--- src/sv/pve_pkg.sv ---
`default_nettype none
// ----------------------------------------------------------------------------
// pve_pkg
// Shared types, constants and helper functions for the pose velocity
// estimator: controller commands, status and quaternion product ordering.
// ----------------------------------------------------------------------------
package pve_pkg;

    localparam logic [31:0] NS_PER_SEC = 32'd1000000000;
    localparam logic [31:0] TWO_NS     = 32'd2000000000;
    localparam int ANG_SHIFT = 12;

    localparam logic [1:0] SRC_FIRST = 2'd0;
    localparam logic [1:0] SRC_CALC  = 2'd1;
    localparam logic [1:0] SRC_HELD  = 2'd2;

    typedef enum logic [2:0] {
        MUL_NONE,
        MUL_DT_LO,
        MUL_DT_HI,
        MUL_D_LO,
        MUL_D_HI,
        MUL_QP,
        MUL_S_LO,
        MUL_S_HI
    } mul_sel_t;

    typedef enum logic [1:0] {
        VEL_KEEP,
        VEL_ZERO,
        VEL_HOLD,
        VEL_STORE
    } vel_op_t;

    typedef struct packed {
        mul_sel_t   mul_sel;
        logic [1:0] axis;
        logic [1:0] term;
        logic       acc_clr;
        logic       acc_init_nd;
        logic       s_load;
        logic       dt_load;
        logic       div_init;
        logic       div_step;
        logic       ang;
        vel_op_t    vel_op;
        logic [2:0] vel_idx;
        logic       src_load;
        logic [1:0] src;
        logic       commit;
    } cmd_t;

    typedef struct packed {
        logic have_prev;
        logic dt_pos;
    } sts_t;

    // current quaternion component paired with previous component term
    function automatic logic [1:0] q_sel(input logic [1:0] axis, input logic [1:0] term);
        return term ^ (axis + 2'd1);
    endfunction

    function automatic logic term_neg(input logic [1:0] axis, input logic [1:0] term);
        logic neg;
        case (axis)
            2'd0:    neg = (term == 2'd1) || (term == 2'd2);
            2'd1:    neg = (term == 2'd2) || (term == 2'd3);
            default: neg = (term == 2'd1) || (term == 2'd3);
        endcase
        return neg;
    endfunction

endpackage
`default_nettype wire

--- src/sv/pve_datapath.sv ---
`default_nettype none
// ----------------------------------------------------------------------------
// pve_datapath
// Pose registers, shared signed multiplier with accumulator, restoring
// divider and velocity saturation, driven by controller commands.
// ----------------------------------------------------------------------------
module pve_datapath (
    input  wire logic                clk,
    input  wire logic                rst_n,
    input  wire logic                in_load,
    input  wire logic [31:0]         stamp_sec,
    input  wire logic [29:0]         stamp_nsec,
    input  wire logic signed [31:0]  pos_x,
    input  wire logic signed [31:0]  pos_y,
    input  wire logic signed [31:0]  pos_z,
    input  wire logic signed [15:0]  quat_w,
    input  wire logic signed [15:0]  quat_x,
    input  wire logic signed [15:0]  quat_y,
    input  wire logic signed [15:0]  quat_z,
    input  wire pve_pkg::cmd_t       cmd,
    output pve_pkg::sts_t            sts,
    output logic signed [31:0]       lin_vel_x,
    output logic signed [31:0]       lin_vel_y,
    output logic signed [31:0]       lin_vel_z,
    output logic signed [31:0]       ang_vel_x,
    output logic signed [31:0]       ang_vel_y,
    output logic signed [31:0]       ang_vel_z,
    output logic [1:0]               vel_source
);

    logic [31:0]        in_sec_reg;
    logic [29:0]        in_nsec_reg;
    logic signed [31:0] in_pos_reg [3];
    logic signed [15:0] in_quat_reg [4];

    logic               have_prev_reg;
    logic [31:0]        prev_sec_reg;
    logic [29:0]        prev_nsec_reg;
    logic signed [31:0] prev_pos_reg [3];
    logic signed [15:0] prev_quat_reg [4];
    logic signed [31:0] prev_vel_reg [6];

    logic signed [31:0] vel_reg [6];
    logic signed [31:0] out_vel_reg [6];
    logic [1:0]         src_reg;
    logic [1:0]         out_src_reg;

    logic signed [49:0] prod_reg;
    logic               add_pend_reg;
    logic               sub_pend_reg;
    logic               sh_pend_reg;
    logic signed [63:0] acc_reg;
    logic signed [33:0] s_reg;
    logic [62:0]        dt_reg;
    logic [63:0]        rem_reg;
    logic [63:0]        quo_reg;
    logic               neg_reg;

    logic signed [32:0] sd;
    logic signed [30:0] nd;
    logic signed [32:0] dpos;
    logic signed [31:0] pos_cur;
    logic signed [31:0] pos_prv;
    logic signed [15:0] p_op;
    logic signed [15:0] q_op;
    logic signed [17:0] mul_a;
    logic signed [31:0] mul_b;
    logic signed [49:0] prod_next;
    logic signed [63:0] prod_ext;
    logic signed [63:0] addend;
    logic signed [63:0] acc_next;
    logic [63:0]        rem_sh;
    logic [64:0]        diff;
    logic [63:0]        qv;
    logic signed [31:0] sat_val;

    assign sd = $signed({1'b0, in_sec_reg}) - $signed({1'b0, prev_sec_reg});
    assign nd = $signed({1'b0, in_nsec_reg}) - $signed({1'b0, prev_nsec_reg});

    always_comb
    begin
        case (cmd.axis)
            2'd0:
            begin
                pos_cur = in_pos_reg[0];
                pos_prv = prev_pos_reg[0];
            end
            2'd1:
            begin
                pos_cur = in_pos_reg[1];
                pos_prv = prev_pos_reg[1];
            end
            default:
            begin
                pos_cur = in_pos_reg[2];
                pos_prv = prev_pos_reg[2];
            end
        endcase
    end

    assign dpos = 33'(pos_cur) - 33'(pos_prv);
    assign p_op = prev_quat_reg[cmd.term];
    assign q_op = in_quat_reg[pve_pkg::q_sel(cmd.axis, cmd.term)];

    always_comb
    begin
        mul_a = '0;
        mul_b = '0;
        case (cmd.mul_sel)
            pve_pkg::MUL_DT_LO:
            begin
                mul_a = {2'b00, sd[15:0]};
                mul_b = pve_pkg::NS_PER_SEC;
            end
            pve_pkg::MUL_DT_HI:
            begin
                mul_a = {sd[32], sd[32:16]};
                mul_b = pve_pkg::NS_PER_SEC;
            end
            pve_pkg::MUL_D_LO:
            begin
                mul_a = {2'b00, dpos[15:0]};
                mul_b = pve_pkg::NS_PER_SEC;
            end
            pve_pkg::MUL_D_HI:
            begin
                mul_a = {dpos[32], dpos[32:16]};
                mul_b = pve_pkg::NS_PER_SEC;
            end
            pve_pkg::MUL_QP:
            begin
                mul_a = {{2{p_op[15]}}, p_op};
                mul_b = {{16{q_op[15]}}, q_op};
            end
            pve_pkg::MUL_S_LO:
            begin
                mul_a = {2'b00, s_reg[15:0]};
                mul_b = pve_pkg::TWO_NS;
            end
            pve_pkg::MUL_S_HI:
            begin
                mul_a = s_reg[33:16];
                mul_b = pve_pkg::TWO_NS;
            end
            default:
            begin
                mul_a = '0;
                mul_b = '0;
            end
        endcase
    end

    assign prod_next = mul_a * mul_b;
    assign prod_ext  = {{14{prod_reg[49]}}, prod_reg};
    assign addend    = sh_pend_reg ? {prod_ext[47:0], 16'd0} : prod_ext;

    always_comb
    begin
        acc_next = acc_reg;
        if (cmd.acc_clr)
            acc_next = cmd.acc_init_nd ? 64'(nd) : 64'sd0;
        else if (add_pend_reg)
            acc_next = sub_pend_reg ? acc_reg - addend : acc_reg + addend;
    end

    // restoring division, one quotient bit per step
    assign rem_sh = {rem_reg[62:0], quo_reg[63]};
    assign diff   = {1'b0, rem_sh} - {2'b00, dt_reg};

    assign qv = cmd.ang ? (quo_reg >> pve_pkg::ANG_SHIFT) : quo_reg;

    always_comb
    begin
        if (|qv[63:31])
            sat_val = neg_reg ? 32'sh8000_0000 : 32'sh7fff_ffff;
        else if (neg_reg)
            sat_val = -$signed(qv[31:0]);
        else
            sat_val = $signed(qv[31:0]);
    end

    assign sts.have_prev = have_prev_reg;
    assign sts.dt_pos    = !acc_reg[63] && (acc_reg != 64'sd0);

    // captured pose and arithmetic registers
    always_ff @(posedge clk)
    begin
        if (in_load)
        begin
            in_sec_reg     <= stamp_sec;
            in_nsec_reg    <= stamp_nsec;
            in_pos_reg[0]  <= pos_x;
            in_pos_reg[1]  <= pos_y;
            in_pos_reg[2]  <= pos_z;
            in_quat_reg[0] <= quat_w;
            in_quat_reg[1] <= quat_x;
            in_quat_reg[2] <= quat_y;
            in_quat_reg[3] <= quat_z;
        end
        prod_reg <= prod_next;
        sub_pend_reg <= (cmd.mul_sel == pve_pkg::MUL_QP) &&
                        pve_pkg::term_neg(cmd.axis, cmd.term);
        sh_pend_reg <= (cmd.mul_sel == pve_pkg::MUL_DT_HI) ||
                       (cmd.mul_sel == pve_pkg::MUL_D_HI) ||
                       (cmd.mul_sel == pve_pkg::MUL_S_HI);
        acc_reg <= acc_next;
        if (cmd.s_load)
            s_reg <= acc_reg[33:0];
        if (cmd.dt_load)
            dt_reg <= acc_reg[62:0];
        if (cmd.div_init)
        begin
            neg_reg <= acc_reg[63];
            quo_reg <= acc_reg[63] ? 64'(-acc_reg) : 64'(acc_reg);
            rem_reg <= '0;
        end
        else if (cmd.div_step)
        begin
            if (!diff[64])
            begin
                rem_reg <= diff[63:0];
                quo_reg <= {quo_reg[62:0], 1'b1};
            end
            else
            begin
                rem_reg <= rem_sh;
                quo_reg <= {quo_reg[62:0], 1'b0};
            end
        end
        case (cmd.vel_op)
            pve_pkg::VEL_ZERO:
                for (int i = 0; i < 6; i++)
                    vel_reg[i] <= '0;
            pve_pkg::VEL_HOLD:
                for (int i = 0; i < 6; i++)
                    vel_reg[i] <= prev_vel_reg[i];
            pve_pkg::VEL_STORE:
                for (int i = 0; i < 6; i++)
                    if (cmd.vel_idx == 3'(i))
                        vel_reg[i] <= sat_val;
            default:
            begin
            end
        endcase
        if (cmd.src_load)
            src_reg <= cmd.src;
        if (cmd.commit)
        begin
            for (int i = 0; i < 6; i++)
                out_vel_reg[i] <= vel_reg[i];
            out_src_reg <= src_reg;
        end
    end

    always_ff @(posedge clk or negedge rst_n)
    begin
        if (!rst_n)
            add_pend_reg <= 1'b0;
        else
            add_pend_reg <= (cmd.mul_sel != pve_pkg::MUL_NONE);
    end

    // previous pose state, cleared by reset
    always_ff @(posedge clk or negedge rst_n)
    begin
        if (!rst_n)
        begin
            have_prev_reg <= 1'b0;
            prev_sec_reg  <= '0;
            prev_nsec_reg <= '0;
            for (int i = 0; i < 3; i++)
                prev_pos_reg[i] <= '0;
            for (int i = 0; i < 4; i++)
                prev_quat_reg[i] <= '0;
            for (int i = 0; i < 6; i++)
                prev_vel_reg[i] <= '0;
        end
        else if (cmd.commit)
        begin
            have_prev_reg <= 1'b1;
            prev_sec_reg  <= in_sec_reg;
            prev_nsec_reg <= in_nsec_reg;
            for (int i = 0; i < 3; i++)
                prev_pos_reg[i] <= in_pos_reg[i];
            for (int i = 0; i < 4; i++)
                prev_quat_reg[i] <= in_quat_reg[i];
            for (int i = 0; i < 6; i++)
                prev_vel_reg[i] <= vel_reg[i];
        end
    end

    assign lin_vel_x  = out_vel_reg[0];
    assign lin_vel_y  = out_vel_reg[1];
    assign lin_vel_z  = out_vel_reg[2];
    assign ang_vel_x  = out_vel_reg[3];
    assign ang_vel_y  = out_vel_reg[4];
    assign ang_vel_z  = out_vel_reg[5];
    assign vel_source = out_src_reg;

endmodule
`default_nettype wire

--- src/sv/pve_ctrl.sv ---
`default_nettype none
// ----------------------------------------------------------------------------
// pve_ctrl
// Sequencer for one pose item: time step, six numerators, six divisions,
// then hand-off to the output register.
// ----------------------------------------------------------------------------
module pve_ctrl (
    input  wire logic          clk,
    input  wire logic          rst_n,
    input  wire logic          in_valid,
    output logic               in_ready,
    output logic               out_valid,
    input  wire logic          out_ready,
    output logic               in_load,
    output pve_pkg::cmd_t      cmd,
    input  wire pve_pkg::sts_t sts
);

    typedef enum logic [3:0] {
        S_IDLE,
        S_START,
        S_DT,
        S_CHK,
        S_NUM,
        S_SCL,
        S_DIVI,
        S_DIV,
        S_STORE,
        S_FIN
    } state_t;

    state_t     state_reg, state_next;
    logic [5:0] cnt_reg, cnt_next;
    logic [2:0] ch_reg, ch_next;
    logic       out_valid_reg;
    logic       ang;

    assign ang      = (ch_reg >= 3'd3);
    assign in_ready = (state_reg == S_IDLE);
    assign in_load  = in_valid && in_ready;
    assign out_valid = out_valid_reg;

    always_comb
    begin
        state_next = state_reg;
        cnt_next   = cnt_reg;
        ch_next    = ch_reg;
        cmd = '0;
        cmd.mul_sel = pve_pkg::MUL_NONE;
        cmd.vel_op  = pve_pkg::VEL_KEEP;
        cmd.axis    = ang ? 2'(ch_reg - 3'd3) : ch_reg[1:0];
        cmd.ang     = ang;
        cmd.vel_idx = ch_reg;
        unique case (state_reg)
            S_IDLE:
                if (in_valid)
                    state_next = S_START;
            S_START:
            begin
                if (!sts.have_prev)
                begin
                    cmd.vel_op   = pve_pkg::VEL_ZERO;
                    cmd.src_load = 1'b1;
                    cmd.src      = pve_pkg::SRC_FIRST;
                    state_next   = S_FIN;
                end
                else
                begin
                    cnt_next   = '0;
                    state_next = S_DT;
                end
            end
            S_DT:
            begin
                cmd.acc_clr     = (cnt_reg == 6'd0);
                cmd.acc_init_nd = 1'b1;
                if (cnt_reg == 6'd0)
                    cmd.mul_sel = pve_pkg::MUL_DT_LO;
                else if (cnt_reg == 6'd1)
                    cmd.mul_sel = pve_pkg::MUL_DT_HI;
                cnt_next = cnt_reg + 6'd1;
                if (cnt_reg == 6'd2)
                    state_next = S_CHK;
            end
            S_CHK:
            begin
                if (sts.dt_pos)
                begin
                    cmd.dt_load = 1'b1;
                    ch_next     = '0;
                    cnt_next    = '0;
                    state_next  = S_NUM;
                end
                else
                begin
                    cmd.vel_op   = pve_pkg::VEL_HOLD;
                    cmd.src_load = 1'b1;
                    cmd.src      = pve_pkg::SRC_HELD;
                    state_next   = S_FIN;
                end
            end
            S_NUM:
            begin
                cmd.acc_clr = (cnt_reg == 6'd0);
                cnt_next    = cnt_reg + 6'd1;
                if (!ang)
                begin
                    if (cnt_reg == 6'd0)
                        cmd.mul_sel = pve_pkg::MUL_D_LO;
                    else if (cnt_reg == 6'd1)
                        cmd.mul_sel = pve_pkg::MUL_D_HI;
                    if (cnt_reg == 6'd2)
                        state_next = S_DIVI;
                end
                else
                begin
                    // four products of the quaternion difference term
                    cmd.term = cnt_reg[1:0];
                    if (cnt_reg < 6'd4)
                        cmd.mul_sel = pve_pkg::MUL_QP;
                    else
                    begin
                        cnt_next   = '0;
                        state_next = S_SCL;
                    end
                end
            end
            S_SCL:
            begin
                cmd.s_load  = (cnt_reg == 6'd0);
                cmd.acc_clr = (cnt_reg == 6'd0);
                if (cnt_reg == 6'd1)
                    cmd.mul_sel = pve_pkg::MUL_S_LO;
                else if (cnt_reg == 6'd2)
                    cmd.mul_sel = pve_pkg::MUL_S_HI;
                cnt_next = cnt_reg + 6'd1;
                if (cnt_reg == 6'd3)
                    state_next = S_DIVI;
            end
            S_DIVI:
            begin
                cmd.div_init = 1'b1;
                cnt_next     = '0;
                state_next   = S_DIV;
            end
            S_DIV:
            begin
                cmd.div_step = 1'b1;
                cnt_next     = cnt_reg + 6'd1;
                if (cnt_reg == 6'd63)
                    state_next = S_STORE;
            end
            S_STORE:
            begin
                cmd.vel_op = pve_pkg::VEL_STORE;
                cnt_next   = '0;
                if (ch_reg == 3'd5)
                begin
                    cmd.src_load = 1'b1;
                    cmd.src      = pve_pkg::SRC_CALC;
                    state_next   = S_FIN;
                end
                else
                begin
                    ch_next    = ch_reg + 3'd1;
                    state_next = S_NUM;
                end
            end
            S_FIN:
            begin
                if (!out_valid_reg || out_ready)
                begin
                    cmd.commit = 1'b1;
                    state_next = S_IDLE;
                end
            end
            default:
                state_next = S_IDLE;
        endcase
    end

    always_ff @(posedge clk or negedge rst_n)
    begin
        if (!rst_n)
        begin
            state_reg     <= S_IDLE;
            cnt_reg       <= '0;
            ch_reg        <= '0;
            out_valid_reg <= 1'b0;
        end
        else
        begin
            state_reg <= state_next;
            cnt_reg   <= cnt_next;
            ch_reg    <= ch_next;
            if (cmd.commit)
                out_valid_reg <= 1'b1;
            else if (out_ready)
                out_valid_reg <= 1'b0;
        end
    end

endmodule
`default_nettype wire

--- src/sv/pose_velocity_estimator.sv ---
`default_nettype none
// ----------------------------------------------------------------------------
// pose_velocity_estimator
// Finite difference linear and angular velocity from timestamped poses.
// ----------------------------------------------------------------------------
//  channel  handshake            payload
//  in       in_valid/in_ready    stamp_sec, stamp_nsec, pos_x..z, quat_w..z
//  out      out_valid/out_ready  lin_vel_x..z, ang_vel_x..z, vel_source
//
//  a first sample or a non-positive time step skips the divisions; a computed
//  item runs six 64-step restoring divisions on one shared divider plus the
//  multiply steps on one shared multiplier.
//  reset clears the previous pose, previous velocities and the first-sample flag.
//  a finished result waits in the output register while the next item is taken;
//  a second result waits in the final state until the output register frees.
// ----------------------------------------------------------------------------
module pose_velocity_estimator (
    input  wire logic               clk,
    input  wire logic               rst_n,
    input  wire logic               in_valid,
    output logic                    in_ready,
    input  wire logic [31:0]        stamp_sec,
    input  wire logic [29:0]        stamp_nsec,
    input  wire logic signed [31:0] pos_x,
    input  wire logic signed [31:0] pos_y,
    input  wire logic signed [31:0] pos_z,
    input  wire logic signed [15:0] quat_w,
    input  wire logic signed [15:0] quat_x,
    input  wire logic signed [15:0] quat_y,
    input  wire logic signed [15:0] quat_z,
    output logic                    out_valid,
    input  wire logic               out_ready,
    output logic signed [31:0]      lin_vel_x,
    output logic signed [31:0]      lin_vel_y,
    output logic signed [31:0]      lin_vel_z,
    output logic signed [31:0]      ang_vel_x,
    output logic signed [31:0]      ang_vel_y,
    output logic signed [31:0]      ang_vel_z,
    output logic [1:0]              vel_source
);

    pve_pkg::cmd_t cmd;
    pve_pkg::sts_t sts;
    logic          in_load;

    pve_ctrl u_ctrl (
        .clk       (clk),
        .rst_n     (rst_n),
        .in_valid  (in_valid),
        .in_ready  (in_ready),
        .out_valid (out_valid),
        .out_ready (out_ready),
        .in_load   (in_load),
        .cmd       (cmd),
        .sts       (sts)
    );

    pve_datapath u_datapath (
        .clk        (clk),
        .rst_n      (rst_n),
        .in_load    (in_load),
        .stamp_sec  (stamp_sec),
        .stamp_nsec (stamp_nsec),
        .pos_x      (pos_x),
        .pos_y      (pos_y),
        .pos_z      (pos_z),
        .quat_w     (quat_w),
        .quat_x     (quat_x),
        .quat_y     (quat_y),
        .quat_z     (quat_z),
        .cmd        (cmd),
        .sts        (sts),
        .lin_vel_x  (lin_vel_x),
        .lin_vel_y  (lin_vel_y),
        .lin_vel_z  (lin_vel_z),
        .ang_vel_x  (ang_vel_x),
        .ang_vel_y  (ang_vel_y),
        .ang_vel_z  (ang_vel_z),
        .vel_source (vel_source)
    );

`ifndef SYNTHESIS
    a_busy_after_accept: assert property (@(posedge clk) disable iff (!rst_n)
        in_valid && in_ready |=> !in_ready)
        else $error("block took a second item while busy");

    a_first_zero: assert property (@(posedge clk) disable iff (!rst_n)
        out_valid && (vel_source == pve_pkg::SRC_FIRST) |->
        (lin_vel_x == 0) && (lin_vel_y == 0) && (lin_vel_z == 0) &&
        (ang_vel_x == 0) && (ang_vel_y == 0) && (ang_vel_z == 0))
        else $error("first sample result carries nonzero velocity");

    a_src_code: assert property (@(posedge clk) disable iff (!rst_n)
        out_valid |-> (vel_source == pve_pkg::SRC_FIRST) ||
        (vel_source == pve_pkg::SRC_CALC) || (vel_source == pve_pkg::SRC_HELD))
        else $error("result source code out of range");

    a_commit_slot: assert property (@(posedge clk) disable iff (!rst_n)
        cmd.commit |-> !out_valid || out_ready)
        else $error("result overwrote an untaken item");
`endif

endmodule
`default_nettype wire
--- config.mk ---
export PLATFORM = sky130hd
export DESIGN_NAME = pose_velocity_estimator
export DESIGN_NICKNAME = d
export VERILOG_FILES = /design/src/sv/pve_pkg.sv /design/src/sv/pve_datapath.sv /design/src/sv/pve_ctrl.sv /design/src/sv/pose_velocity_estimator.sv
export SDC_FILE = /design/constraint.sdc
export NUM_CORES = 2
export LEC_CHECK = 0
export BUFFER_PORTS_ARGS = -buffer_cell sky130_fd_sc_hd__buf_2
export CAP_MARGIN = 20
export CORE_MARGIN = 3
export CORE_UTILIZATION = 45
export CTS_CLUSTER_SIZE = 30
export DETAILED_ROUTE_END_ITERATION = 12
export PLACE_DENSITY = 0.69
export SETUP_SLACK_MARGIN = 0.4
export SYNTH_ARGS = -nofsm -noshare
export SYNTH_HDL_FRONTEND = slang
export SYNTH_SLANG_ARGS = --single-unit
--- constraint.sdc ---
create_clock -name clk -period 10.55 [get_ports clk]
set_input_delay 1.5825 -clock clk [delete_from_list [all_inputs] [get_ports clk]]
set_output_delay 1.5825 -clock clk [all_outputs]
set_load 0.005 [all_outputs]
==> results.ini <==
[outcome]
status=complete, no violations

[synth]
synthArstFlopShare_pct=31.1
ys_seq_area_share_pct=43.9
synthCells=8809
ys.warnings.count=0
synth-edff-count=836
avgSynthCellArea_um2=9.88
synth_seq_cells=1381
synth_nets=9921
netlist_area_um2=87000
synth_cell_types=96
ys.flop_type=edfxtp_1

[worst_setup_path]
start_kind=flop
cpMaxStageDelayCell=fa_1
setup.worst_path.start=u_ctrl.ch_reg[0]
worstPathMaxFanout=7
critical_path.endpoint=u_datapath.prod_reg[42]
cp-end-kind=flop
reg2reg_to=u_datapath.prod_reg[42]
cp_data_required_time_ns=11.30
crit_arrival_ns=11.23
rr_startpoint=u_ctrl.ch_reg[0]
ff2ff_setup_slack_ns=0.07
crit_type=reg2reg
slowest_delay_ns=0.55
r2r_cells=49
cpMostUsedCell=inv_2

[drt]
drc_errors=0
drtIter0Drc=6167
dr.pass1.iters=8
viasPerCell=5.64
drtAntennaViolNets=0
wirelength_mm=276
wire_per_inst_um=22.7
via_count=68500

[sta]
fin_skew_ns=0.107
rsz0062_at_grt=yes
fmax_mhz=95.4
final.min_clock_period_ns=10.48
finalSetupViolCount=0
worst_slew_pin_slew_ns=1.12
timing.final.crit_share_pct=99.4
hold_viol_final=0
slew_violations=0
relSlewSlack_pct=25.6

[die]
start_util_pct=45.5
dieArea_um2=199000
num_io_pins=422
die_h_um=446
fp-row-count=160
die_w_um=446
fp.coreArea_um2=191000

[placed_design]
port_buffers=421
gp_routability_congestion=0.988
placed_cells=11800
hpwl_mm=207

[power_and_ir_drop]
power.density_nw_per_um2=354
switchingPower_w=0.0163
p_comb_share_pct=59.0
sequentialPowerShare_pct=25.9
pwr-share-clk_pct=15.1
max-vdd-ir-drop_uv=245
netSwitchingFraction_pct=45.0
p_int_w=0.0199
leakage_nw=45.3

[cts]
clk_path_buf_depth=3
clock-sinks=1381
worstSkewPairLatency_ns=0.85
cts-root-buf=clkbuf_16
cts_made_buffers=149
cts.clk_slew.worst_paths_ns=0.06
htree_levels=4
cts_tree=done
holdBufCountCts=0

[grt]
antenna_found_initial=21
grt_use_total_pct=27.3
grt_pass1_wl_mm=415
grt_max_degree=172
grt_pass1_vias=68500
globalRoute.totalOverflow=0

[final_layout]
drive_above_1_share_pct=16.7
layout.cells.non_filler=12100
utilization_pct=53.5
areaGrowthSynthToFinish_pct=17.6
fin_nets=10600

[hold_path]
worstHoldPathType=reg2reg

[flow_run]
max_cap_violations=0

==> power by group through the flow <==
stage	clock network (W)	logic, W	registers [W]
floorplan	0	0.0123	0.00881
global placement	0	0.0188	0.00935
detailed placement	0	0.0191	0.00941
CTS	0.00557	0.0201	0.00933
global route	0.00580	0.0232	0.00952
finish	0.00548	0.0214	0.00939
==> cell usage in the layout (no fill, tap or decap), types with 82 or more instances in the layout <==
master        n
xnor2_1     155
inv_1       837
xor2_1      178
dfrtp_1     430
o21ai_0     620
ha_1        322
nand2_1    1715
a21o_1      159
clkbuf_16   154
buf_4       462
fa_1        495
and2_1       82
nor3_1       86
buf_2       420
nor2_1      310
edfxtp_1    836
dfxtp_1     113
mux2i_1     130
a21oi_1     398
nand3_1     265
==> per-stage QoR <==
step	setup WS (ns)	hold slack (ns)	setup TNS, ns	cell area, um2	power (W)
2_1_floorplan	0.404	0.400	0	87300	0.0211
3_3_place_gp	-0.237	0.432	-1.96	94700	0.0282
4_1_cts	0.124	0.426	0	101000	0.0350
3_5_place_dp	-0.413	0.432	-4.21	94700	0.0285
5_1_grt	-0.210	0.428	-1.65	102000	0.0386
6_report	0.0660	0.419	0	102000	0.0362
==> kinds of logic after synthesis <==
kind of cell | count (synthesis) | share of synthesized area, %
compound gates | 1840 | 13.0
xor+xnor | 345 | 3.47
fa+ha+maj | 886 | 17.3
buf+inv | 1304 | 5.72
flops | 1381 | 43.9
mux | 153 | 2.03
simple gates | 2900 | 14.6
==> critical path: cells and delay by family, from the launching register on <==
| family | cells | cell delay [ns] |
|---|---|---|
| XOR/XNOR | 2 | 0.46 |
| AO/OA/AOI/OAI | 18 | 3.51 |
| adder cells (fa/ha/maj) | 12 | 4.36 |
| flip-flops | 1 | 0.39 |
| buffers and inverters | 11 | 0.78 |
| AND/OR/NAND/NOR | 6 | 0.84 |
==> cell usage after synthesis (38+ instances only) <==
master    number  share of area [%]
xnor2_1      162                1.6
mux2i_1      131                1.5
and2_1        91               0.65
nand4_1       47               0.34
a22oi_1       39               0.34
a31oi_1       45               0.32
a211oi_1      38               0.33
clkbuf_1     391                1.7
o21bai_1      47               0.41
a21oi_1      440                2.5
o21a_1        51               0.44
dfxtp_1      115                2.6
a22o_1        49               0.49
xor2_1       183                1.8
inv_1        879                3.8
a21o_1       160                1.4
nor2_1       326                1.4
dfrtp_1      430                 12
o21ai_0      651                3.7
ha_1         359                5.2
nand3_1      270                1.6
o31ai_1       53               0.46
nor3_1        90               0.52
nand2b_1      67               0.48
fa_1         527                 12
edfxtp_1     836                 29
nor2b_1       77               0.55
nand2_1     1742                7.5
==> cell type report <==
type                       instances  area (um2)
timing repair buffer             965        6860
clock inverter                    82        1130
inverter                         881        3310
fill                           16800       88900
sequential                      1381       38200
tap                             2511        3140
clock buffer                     198        4090
multi-input combinational       6124       45600
antenna                            3        7.51
==> metal layers <==
metal	share of wire, %	global-route usage [%]
met5	0.0083	0
met4	6.1	14.9
met3	6.5	3.69
met2	47	44.3
met1	41	35.5
==> worst min-delay path by stage <==
stage | startpoint | endpoint | slack [ns] | depth (start not counted)
floorplan | u_datapath.src_reg[0] | u_datapath.vel_source[0] | 0.40 | 0
detailed placement | u_datapath.vel_reg[0][20] | u_datapath.out_vel_reg[0][20] | 0.43 | 0
global route | u_datapath.vel_reg[0][91] | u_datapath.out_vel_reg[2][27] | 0.43 | 0
CTS | u_datapath.vel_reg[0][130] | u_datapath.out_vel_reg[4][2] | 0.43 | 0
finish | u_datapath.vel_reg[0][130] | u_datapath.out_vel_reg[4][2] | 0.42 | 0
global placement | u_datapath.vel_reg[0][160] | u_datapath.out_vel_reg[5][0] | 0.43 | 0
==> what timing repair did <==
item                                   4_1_cts  5_1_grt
setup endpoints to repair                   34       35
pin swaps                                   97      145
gates cloned                                 6        1
setup buffers                               40       35
endpoints found under the hold margin        0        0
gates resized for setup                    165      231
(Power assumes the default switching activity.)
